### src/rtl/blg_pkg.sv
// Shared types and constants for the line pixel generator.
package blg_pkg;

    localparam int COORD_WIDTH = 10;
    localparam int ERR_WIDTH   = COORD_WIDTH + 2;
    localparam int CMD_DEPTH   = 2;
    localparam int CMD_PTR_W   = $clog2(CMD_DEPTH);
    localparam int CMD_CNT_W   = $clog2(CMD_DEPTH + 1);

    typedef logic [COORD_WIDTH-1:0] t_coord;

    typedef enum logic {
        OP_START = 1'b0,
        OP_STEP  = 1'b1
    } t_opcode;

    typedef struct packed {
        t_opcode opcode;
        t_coord  x_start;
        t_coord  y_start;
        t_coord  x_end;
        t_coord  y_end;
    } t_in_word;

    typedef struct packed {
        t_coord pixel_x;
        t_coord pixel_y;
        logic   pixel_valid;
        logic   last_pixel;
    } t_out_word;

    // Classified command handed from front to back.
    typedef struct packed {
        logic   is_start;
        t_coord dmaj;
        t_coord dmin;
        logic   x_neg;
        logic   y_neg;
        logic   x_major;
        t_coord xs;
        t_coord ys;
    } t_cmd;

endpackage

### src/rtl/blg_front.sv
// Front end: classifies an incoming word and works out deltas, directions and major axis.
module blg_front import blg_pkg::*; (
    input  t_in_word i_word,
    output t_cmd     o_cmd
);

    t_coord dx;
    t_coord dy;
    logic   x_neg;
    logic   y_neg;
    logic   x_major;

    always_comb begin
        x_neg   = i_word.x_end < i_word.x_start;
        y_neg   = i_word.y_end < i_word.y_start;
        dx      = x_neg ? (i_word.x_start - i_word.x_end) : (i_word.x_end - i_word.x_start);
        dy      = y_neg ? (i_word.y_start - i_word.y_end) : (i_word.y_end - i_word.y_start);
        // a tie goes to the y axis
        x_major = dx > dy;

        o_cmd.is_start = (i_word.opcode == OP_START);
        o_cmd.dmaj     = x_major ? dx : dy;
        o_cmd.dmin     = x_major ? dy : dx;
        o_cmd.x_neg    = x_neg;
        o_cmd.y_neg    = y_neg;
        o_cmd.x_major  = x_major;
        o_cmd.xs       = i_word.x_start;
        o_cmd.ys       = i_word.y_start;
    end

endmodule

### src/rtl/blg_cmd_fifo.sv
// Short command queue between front and back.
module blg_cmd_fifo import blg_pkg::*; (
    input  logic i_clk,
    input  logic i_rst_n,
    input  logic i_push,
    input  t_cmd i_cmd,
    output logic o_full,
    input  logic i_pop,
    output logic o_valid,
    output t_cmd o_cmd
);

    t_cmd                 r_mem [CMD_DEPTH];
    logic [CMD_PTR_W-1:0] r_wr_ptr;
    logic [CMD_PTR_W-1:0] r_rd_ptr;
    logic [CMD_CNT_W-1:0] r_count;
    logic                 do_push;
    logic                 do_pop;

    assign o_full  = (r_count == CMD_CNT_W'(CMD_DEPTH));
    assign o_valid = (r_count != '0);
    assign o_cmd   = r_mem[r_rd_ptr];
    assign do_push = i_push && !o_full;
    assign do_pop  = i_pop && o_valid;

    always_ff @(posedge i_clk) begin
        if (do_push) begin
            r_mem[r_wr_ptr] <= i_cmd;
        end
    end

    always_ff @(posedge i_clk) begin
        if (!i_rst_n) begin
            r_wr_ptr <= '0;
            r_rd_ptr <= '0;
            r_count  <= '0;
        end else begin
            if (do_push) begin
                r_wr_ptr <= (r_wr_ptr == CMD_PTR_W'(CMD_DEPTH - 1)) ? '0 : r_wr_ptr + 1'b1;
            end
            if (do_pop) begin
                r_rd_ptr <= (r_rd_ptr == CMD_PTR_W'(CMD_DEPTH - 1)) ? '0 : r_rd_ptr + 1'b1;
            end
            if (do_push && !do_pop) begin
                r_count <= r_count + 1'b1;
            end else if (do_pop && !do_push) begin
                r_count <= r_count - 1'b1;
            end
        end
    end

    a_count_bound: assert property (@(posedge i_clk) disable iff (!i_rst_n)
        r_count <= CMD_CNT_W'(CMD_DEPTH))
        else $error("command queue count overflow");

endmodule

### src/rtl/blg_back.sv
// Back end: Bresenham stepper holding the line state, with the result register.
module blg_back import blg_pkg::*; (
    input  logic      i_clk,
    input  logic      i_rst_n,
    input  logic      i_cmd_valid,
    input  t_cmd      i_cmd,
    output logic      o_cmd_pop,
    input  logic      i_pop,
    output logic      o_empty,
    output t_out_word o_word
);

    t_coord                 r_cur_x,   n_cur_x;
    t_coord                 r_cur_y,   n_cur_y;
    logic [ERR_WIDTH-1:0]   r_err,     n_err;
    logic [ERR_WIDTH-1:0]   r_diag,    n_diag;
    logic [ERR_WIDTH-1:0]   r_axial,   n_axial;
    t_coord                 r_steps,   n_steps;
    logic                   r_x_neg,   n_x_neg;
    logic                   r_y_neg,   n_y_neg;
    logic                   r_x_major, n_x_major;
    logic                   r_active,  n_active;
    logic                   r_out_valid;
    t_out_word              r_out,     n_out;
    logic                   take;
    logic                   err_nonneg;
    logic [ERR_WIDTH-1:0]   dmin2;

    function automatic t_coord move_coord(t_coord c, logic neg);
        return neg ? (c - 1'b1) : (c + 1'b1);
    endfunction

    // a command is taken when the result slot is free or being emptied
    assign take      = i_cmd_valid && (!r_out_valid || i_pop);
    assign o_cmd_pop = take;
    assign o_empty   = !r_out_valid;
    assign o_word    = r_out;

    always_comb begin
        n_cur_x    = r_cur_x;
        n_cur_y    = r_cur_y;
        n_err      = r_err;
        n_diag     = r_diag;
        n_axial    = r_axial;
        n_steps    = r_steps;
        n_x_neg    = r_x_neg;
        n_y_neg    = r_y_neg;
        n_x_major  = r_x_major;
        n_active   = r_active;
        n_out      = '0;
        err_nonneg = !r_err[ERR_WIDTH-1];
        dmin2      = {1'b0, i_cmd.dmin, 1'b0};

        if (i_cmd.is_start) begin
            n_cur_x   = i_cmd.xs;
            n_cur_y   = i_cmd.ys;
            n_err     = dmin2 - {2'b00, i_cmd.dmaj};
            n_diag    = dmin2 - {1'b0, i_cmd.dmaj, 1'b0};
            n_axial   = dmin2;
            n_steps   = i_cmd.dmaj;
            n_x_neg   = i_cmd.x_neg;
            n_y_neg   = i_cmd.y_neg;
            n_x_major = i_cmd.x_major;
            n_active  = (i_cmd.dmaj != '0);
            n_out.pixel_x     = i_cmd.xs;
            n_out.pixel_y     = i_cmd.ys;
            n_out.pixel_valid = 1'b1;
            n_out.last_pixel  = (i_cmd.dmaj == '0);
        end else if (r_active) begin
            // major axis always moves, minor axis on a non-negative error
            if (r_x_major || err_nonneg) begin
                n_cur_x = move_coord(r_cur_x, r_x_neg);
            end
            if (!r_x_major || err_nonneg) begin
                n_cur_y = move_coord(r_cur_y, r_y_neg);
            end
            n_err    = r_err + (err_nonneg ? r_diag : r_axial);
            n_steps  = r_steps - 1'b1;
            n_active = (r_steps != COORD_WIDTH'(1));
            n_out.pixel_x     = n_cur_x;
            n_out.pixel_y     = n_cur_y;
            n_out.pixel_valid = 1'b1;
            n_out.last_pixel  = (r_steps == COORD_WIDTH'(1));
        end
    end

    always_ff @(posedge i_clk) begin
        if (take) begin
            r_cur_x   <= n_cur_x;
            r_cur_y   <= n_cur_y;
            r_err     <= n_err;
            r_diag    <= n_diag;
            r_axial   <= n_axial;
            r_steps   <= n_steps;
            r_x_neg   <= n_x_neg;
            r_y_neg   <= n_y_neg;
            r_x_major <= n_x_major;
            r_out     <= n_out;
        end
    end

    always_ff @(posedge i_clk) begin
        if (!i_rst_n) begin
            r_active    <= 1'b0;
            r_out_valid <= 1'b0;
        end else begin
            if (take) begin
                r_active <= n_active;
            end
            if (take) begin
                r_out_valid <= 1'b1;
            end else if (i_pop) begin
                r_out_valid <= 1'b0;
            end
        end
    end

    a_active_has_steps: assert property (@(posedge i_clk) disable iff (!i_rst_n)
        r_active |-> (r_steps != '0))
        else $error("line active with no steps left");

    a_idle_word_clear: assert property (@(posedge i_clk) disable iff (!i_rst_n)
        (r_out_valid && !r_out.pixel_valid) |->
            (r_out.pixel_x == '0 && r_out.pixel_y == '0 && !r_out.last_pixel))
        else $error("invalid pixel word carries data");

    a_last_step_idles: assert property (@(posedge i_clk) disable iff (!i_rst_n)
        (take && !i_cmd.is_start && r_active && r_steps == COORD_WIDTH'(1)) |=>
            (!r_active && r_out.last_pixel))
        else $error("final step did not end the line");

endmodule

### src/rtl/bresenham_line_pixel_generator_core.sv
// Top level of the Bresenham line pixel generator.
//
// Usage:
//   Input queue side: drive i_word and raise push; the word is taken on a
//   clock edge with push high and full low. opcode OP_START begins a line
//   (abandoning any line in progress), OP_STEP asks for the next pixel.
//   Result queue side: while empty is low, o_word holds the oldest pixel
//   word; it is taken on an edge with pop high. A step with no line in
//   progress returns a word with pixel_valid low and all other fields zero.
//   The final endpoint of a line carries last_pixel high.
// Path: a pushed word is registered in the command queue and then in the
//   result register, from which it is popped; the queue has no bypass.
// Throughput: one word per clock while pop stays high, set by the stepper in the
//   back end (one error add and two coordinate updates per word).
// Structure: the front end classifies and computes deltas; a two-word command
//   queue decouples it from the back end, which holds the line state and a
//   one-word result register. When the receiver stalls the result register
//   holds, the command queue fills and then full rises.
// Reset (i_rst_n, synchronous, active low): both queues empty, no line active.
module bresenham_line_pixel_generator_core import blg_pkg::*; (
    input  logic      i_clk,
    input  logic      i_rst_n,
    input  logic      push,
    output logic      full,
    input  t_in_word  i_word,
    output logic      empty,
    input  logic      pop,
    output t_out_word o_word
);

    t_cmd front_cmd;
    t_cmd queue_cmd;
    logic queue_valid;
    logic queue_pop;

    // classify and set up deltas, directions and major axis
    blg_front u_front (
        .i_word (i_word),
        .o_cmd  (front_cmd)
    );

    // short decoupling queue; full here is the input back-pressure
    blg_cmd_fifo u_cmd_fifo (
        .i_clk   (i_clk),
        .i_rst_n (i_rst_n),
        .i_push  (push),
        .i_cmd   (front_cmd),
        .o_full  (full),
        .i_pop   (queue_pop),
        .o_valid (queue_valid),
        .o_cmd   (queue_cmd)
    );

    // stepper and result register
    blg_back u_back (
        .i_clk       (i_clk),
        .i_rst_n     (i_rst_n),
        .i_cmd_valid (queue_valid),
        .i_cmd       (queue_cmd),
        .o_cmd_pop   (queue_pop),
        .i_pop       (pop),
        .o_empty     (empty),
        .o_word      (o_word)
    );

endmodule

### config.mk
export PLATFORM = sky130hd
export DESIGN_NAME = bresenham_line_pixel_generator_core
export DESIGN_NICKNAME = d
export VERILOG_FILES = /design/src/rtl/blg_pkg.sv /design/src/rtl/blg_front.sv /design/src/rtl/blg_cmd_fifo.sv /design/src/rtl/blg_back.sv /design/src/rtl/bresenham_line_pixel_generator_core.sv
export SDC_FILE = /design/constraint.sdc
export NUM_CORES = 1
export LEC_CHECK = 0
export BUFFER_PORTS_ARGS = -buffer_cell sky130_fd_sc_hd__buf_4
export CAP_MARGIN = 20
export CORE_MARGIN = 2
export CORE_UTILIZATION = 42
export CTS_CLUSTER_SIZE = 24
export DETAILED_ROUTE_END_ITERATION = 6
export MAX_ROUTING_LAYER = met4
export PLACE_DENSITY = 0.68
export SYNTH_ARGS = -nofsm -noshare
export SYNTH_HDL_FRONTEND = slang
export SYNTH_SLANG_ARGS = --single-unit
### constraint.sdc
create_clock -name i_clk -period 4.5 [get_ports i_clk]
set_input_delay 0.9 -clock i_clk [delete_from_list [all_inputs] [get_ports i_clk]]
set_output_delay 0.9 -clock i_clk [all_outputs]
set_load 0.05 [all_outputs]
After elaboration in Yosys (flattened, before gate mapping)
Memories as Yosys holds them, arrays and structs flattened. A register that Yosys moved wholly into a read port is not among the register bits.
Cells that the tools add are included.
Cells by class
  order comparisons: 3
  equal/unequal tests: 3
  bitwise logic cells: 1
  $add $sub $neg: 16
  muxes and demuxes: 31
  reductions and logical operators: 22
Operators with widths (number)
  $mux 10: 14
  $mux 22: 2
  $sub 10x10->10: 4
  $mux 12: 3
  $sub 10x1->10 const B: 3
  $add 10x1->10 const B: 2
  $lt 10x10->1: 2
  $add 12x12->12: 1
  $sub 11x10->12: 1
  $sub 11x11->12: 1
  $eq 10x1->1 const B: 1
  $gt 10x10->1: 1
  $logic_not 10->1: 1
  $mux 1: 10
  $ne 10x1->1 const B: 1
  $reduce_bool 10->1: 1
  $reduce_bool 2->1: 4
  $logic_not 1->1: 6
  $logic_and 1x1->1: 5
  $mux 2: 2
  $reduce_and 2->1: 2
  $logic_or 1x1->1: 3
  $add 1x1->1 const B: 2
  $add 2x1->2 const B: 1
  other kinds (3): 3
Storage, ports and cells
  memories kept: 1
  input port bits: 45
  bits in writable memories: 88
  register bits: 95
Memory list
  u_cmd_fifo.r_mem: words 2, bits a word 44, read ports 1, clocked after Yosys merged registers in 1, wr ports 1, RTL line blg_cmd_fifo.sv:13  | t_cmd r_mem [CMD_DEPTH];

Logic depth before layout (Yosys ltp)
  depth after elaboration: 7
  depth in mapped cells: 22

Modules after synthesis
A second synthesis with hierarchy kept.
Unflattened totals
  cells, all modules: 1036
  area total of the unflattened synthesis: 11690.0 µm²
By module, submodules not included
  blg_back: area an instance 5835.6 µm², seq. area each 2652.5 µm², cells an instance 550, times used 1
  blg_cmd_fifo: area an instance 3409.5 µm², seq. area each 2742.6 µm², cells an instance 162, times used 1
  blg_front: area an instance 2444.8 µm², seq. area each 0.0 µm², cells an instance 324, times used 1

Least setup slack after synthesis
Ideal clock, no wire load.
  path type: input -> register
  start: in i_word[0] (netlist bit)
  end: mem u_cmd_fifo.r_mem[0][35] (netlist bit) (data pin)
  buffers on the path: 3
  slack: -0.079 ns
  data arrival time: 4.305 ns
  data required time: 4.226 ns
  cell stages on the path: 20
  cell sequence: inv_1 ha_1 fa_1 and2b_1 o21bai_4 a31oi_4 a31oi_4 buf_6 a211oi_1 a21oi_2 xnor2_2 ha_1 a21o_1 a21o_1 a221oi_1 a32oi_1 buf_2 clkbuf_1 nand2_1 o21ai_0
RTL lines
  from (decl): RTL line bresenham_line_pixel_generator_core.sv:25  | input t_in_word i_word,
  to (decl): RTL line blg_cmd_fifo.sv:13

==> flow_summary.json <==
{
  "avgRoutedWirePerCell_um": 16.3,
  "finalPower_mw": 9.81,
  "drc_errors": 0,
  "p_per_area_nw_per_um2": 734,
  "status": "complete, no violations",
  "drtAntennaViolNets": 0,
  "cts_buffers": 17,
  "ir_drop_uv": 335,
  "routed_wl_um": 24500,
  "track_usage_pct": 18.1,
  "critPathKind": "in2reg",
  "grt_start_max_net_pins": 45,
  "fillers": 2391,
  "finClkSkew_ns": 0.00928,
  "final_common_cell": "edfxtp_1",
  "leakage_nw": 5.45,
  "cp_slowest_cell": "fa_1",
  "htreeDepth": 4,
  "dr.pass1.iters": 5,
  "max_stage_delay_ns": 0.39,
  "row_count": 60,
  "clock_latency_ns": 0.43,
  "ys_seq_elements": 182,
  "clk_pin_slew_ns": 0.07,
  "start_util_pct": 42.6,
  "required_ns": 4.72,
  "nets": 1299,
  "hold_ws_ns": 0.552,
  "cp_cell_sequence": "buf_4, inv_1, ha_1, fa_1, and2b_1, o21bai_4, a31oi_4, a31oi_4, buf_4, a31oi_1, xnor2_1, ha_1, a21o_1, a21o_1, a221oi_1, a32oi_2, buf_4, buf_4, o21ai_0",
  "hp-class": "reg2reg",
  "relSlewSlack_pct": 37.6,
  "grt_pass1_vias": 7541,
  "placed_area_um2": 12800,
  "hpwl_um": 18300,
  "finalNonFillerCells": 1503,
  "cts_buffer_depth": 2,
  "ys.flop_type": "edfxtp_1",
  "cp_max_fo": 13,
  "worstSetupStartpointType": "input pin",
  "die_y_um": 169,
  "setup_tns_ns": 0,
  "core_um2": 26800,
  "seqCellArea_um2": 5400,
  "clkSinkCount": 182,
  "grt_pass1_wl_um": 39700,
  "antenna_found_initial": 0,
  "dp_cells": 1469,
  "synth_fp_nets": 1177,
  "num_antenna_cells": 0,
  "timing.fmax_mhz": 232,
  "period_share_pct": 95.9,
  "cpMostUsedCell": "buf_4",
  "finalCriticalPeriod_ns": 4.32,
  "rsz0062_at_grt": "false",
  "setup_viol": 0,
  "worstPathArrival_ns": 4.53,
  "ios": 69,
  "numPortBuffers": 68,
  "cts_root_buffer": "clkbuf_16",
  "die-area_um2": 28500,
  "synth_area_um2": 11400,
  "via_count": 7909,
  "drv_cap": 0,
  "syn_area_per_cell_um2": 11.1,
  "drt_iter0_markers": 576,
  "async_reset_ff_share_pct": 0,
  "synthCells": 1027,
  "die_w_um": 169,
  "area_growth_syn_to_layout_pct": 17.0,
  "grt_remaining_overflow": 0,
  "maxSlewViolCount": 0,
  "routed_via_density": 5.26,
  "worstSetupEndpointType": "register",
  "ys_types": 73,
  "tightest_slew_ns": 0.934,
  "finalHoldViolCount": 0,
  "most-common-layout-cells": "175 x edfxtp_1, 136 x buf_4, 96 x ha_1",
  "drive_gt1_share_pct": 20.2,
  "ys_seq_area_share_pct": 47.2,
  "synth_edf_count": 175,
  "cts_tree": "built",
  "gp_congestion": 0.832,
  "final_design_area_no_fill_um2": 13400,
  "yosys_warnings": 0,
  "multi_input_comb_area_um2": 5580
}
## final timing paths
path                         startpoint                 endpoint  slack (ns)  cells after the start
setup / recovery              i_word[0]  u_cmd_fifo.r_mem[0][35]        0.18                     19
hold reg to reg   u_cmd_fifo.r_count[1]    u_cmd_fifo.r_count[1]        0.55                      2
hold / removal    u_cmd_fifo.r_count[1]    u_cmd_fifo.r_count[1]        0.55                      2
setup reg to reg               register         u_back.r_err[11]        1.29                     11
## synth_stat cells (4+ instances only)
cell type / n / share of area, %
and2_1: 19 / 1.0
or2_2: 5 / 0.27
o21bai_1: 7 / 0.46
nand2_1: 58 / 1.9
ha_1: 96 / 11
edfxtp_1: 175 / 46
nor3_1: 18 / 0.79
nand2b_1: 11 / 0.60
o211ai_1: 7 / 0.46
nand3_1: 12 / 0.53
or3_1: 6 / 0.33
clkbuf_1: 18 / 0.59
o21ai_1: 4 / 0.18
xnor2_1: 38 / 2.9
nor2b_1: 15 / 0.82
fa_1: 9 / 1.6
o21ai_0: 55 / 2.4
mux2_2: 31 / 3.1
a21oi_1: 75 / 3.3
nor2_1: 62 / 2.0
xor2_1: 25 / 1.9
mux2i_1: 46 / 4.0
a31oi_1: 5 / 0.27
o21a_1: 11 / 0.72
dfxtp_1: 7 / 1.2
buf_2: 9 / 0.39
a21o_1: 19 / 1.2
and3_1: 4 / 0.22
a211oi_1: 18 / 1.2
inv_1: 88 / 2.9
nor4_1: 4 / 0.22
nand4_1: 6 / 0.33
## power by group
part / internal, mW / total, mW / switching (mW)
registers: 2.80 / 3.05 / 0.249
logic: 2.24 / 5.35 / 3.11
clock network: 0.764 / 1.41 / 0.645
## worst max-delay path: cells and delay by family
family                   cells  cell delay [ns]
AO/OA/AOI/OAI                9             1.74
XOR/XNOR                     1             0.14
adder cells (fa/ha/maj)      3             0.82
buffers and inverters        5             0.66
AND/OR/NAND/NOR              1             0.27
## cells by family (layout without fill, tap and decap cells)
| kind of cell | after synthesis | in the layout | share of synthesized area [%] |
|---|---|---|---|
| compound gates | 244 | 244 | 14.2 |
| simple gates | 228 | 228 | 9.68 |
| flops | 182 | 182 | 47.2 |
| buf+inv | 125 | 260 | 4.45 |
| fa+ha+maj | 105 | 105 | 12.1 |
| mux | 77 | 77 | 7.09 |
| xor+xnor | 66 | 66 | 5.26 |
## sequential cells by signal (all words and copies together) (netlist names), named ones only
signal and count:
u_cmd_fifo.r_mem 88, u_back.o_word 22, u_back.r_diag 11, u_back.r_err 11, u_back.r_axial 10, u_back.r_cur_x 10, u_back.r_cur_y 10, u_back.r_steps 10
u_cmd_fifo.r_count 2, u_back.r_active 1, u_back.r_out_valid 1, u_back.r_x_major 1, u_back.r_x_neg 1, u_back.r_y_neg 1, u_cmd_fifo.r_rd_ptr 1, u_cmd_fifo.r_wr_ptr 1
## area by class of cell
| type | instances | share of cell area, % |
|---|---|---|
| clock buffer | 17 | 3.18 |
| clock inverter | 15 | 0.955 |
| inverter | 89 | 2.50 |
| multi-input combinational | 720 | 41.8 |
| sequential | 182 | 40.4 |
| tap | 341 | 3.19 |
| timing repair buffer | 139 | 8.02 |
## per-stage QoR
step | setup WS (ns) | utilization, %
final | 0.185 | 49.9
after floorplan | 0.000359 | -
after global routing | 0.0221 | 49.9
after detailed placement | -0.205 | 47.6
after CTS | 0.244 | 49.7
after global placement | -0.162 | 47.6
## repair_timing
item                                    in CTS  in global routing
buffers inserted                             0                  0
resized for setup                            0                  3
hold buffers                                 0                  0
endpoints found under the setup margin       0                 31
## per-layer routing
| metal | vias to the layer above | wire, um | global-route usage [%] |
|---|---|---|---|
| li1 | 3971 | - | - |
| met1 | 3793 | 12100 | 25.8 |
| met2 | 127 | 11400 | 27.9 |
| met3 | 18 | 734 | 2.31 |
| met4 | 0 | 214 | 3.90 |
| met5 | - | 0 | - |
Note: power is estimated with default switching activity, not from simulation.
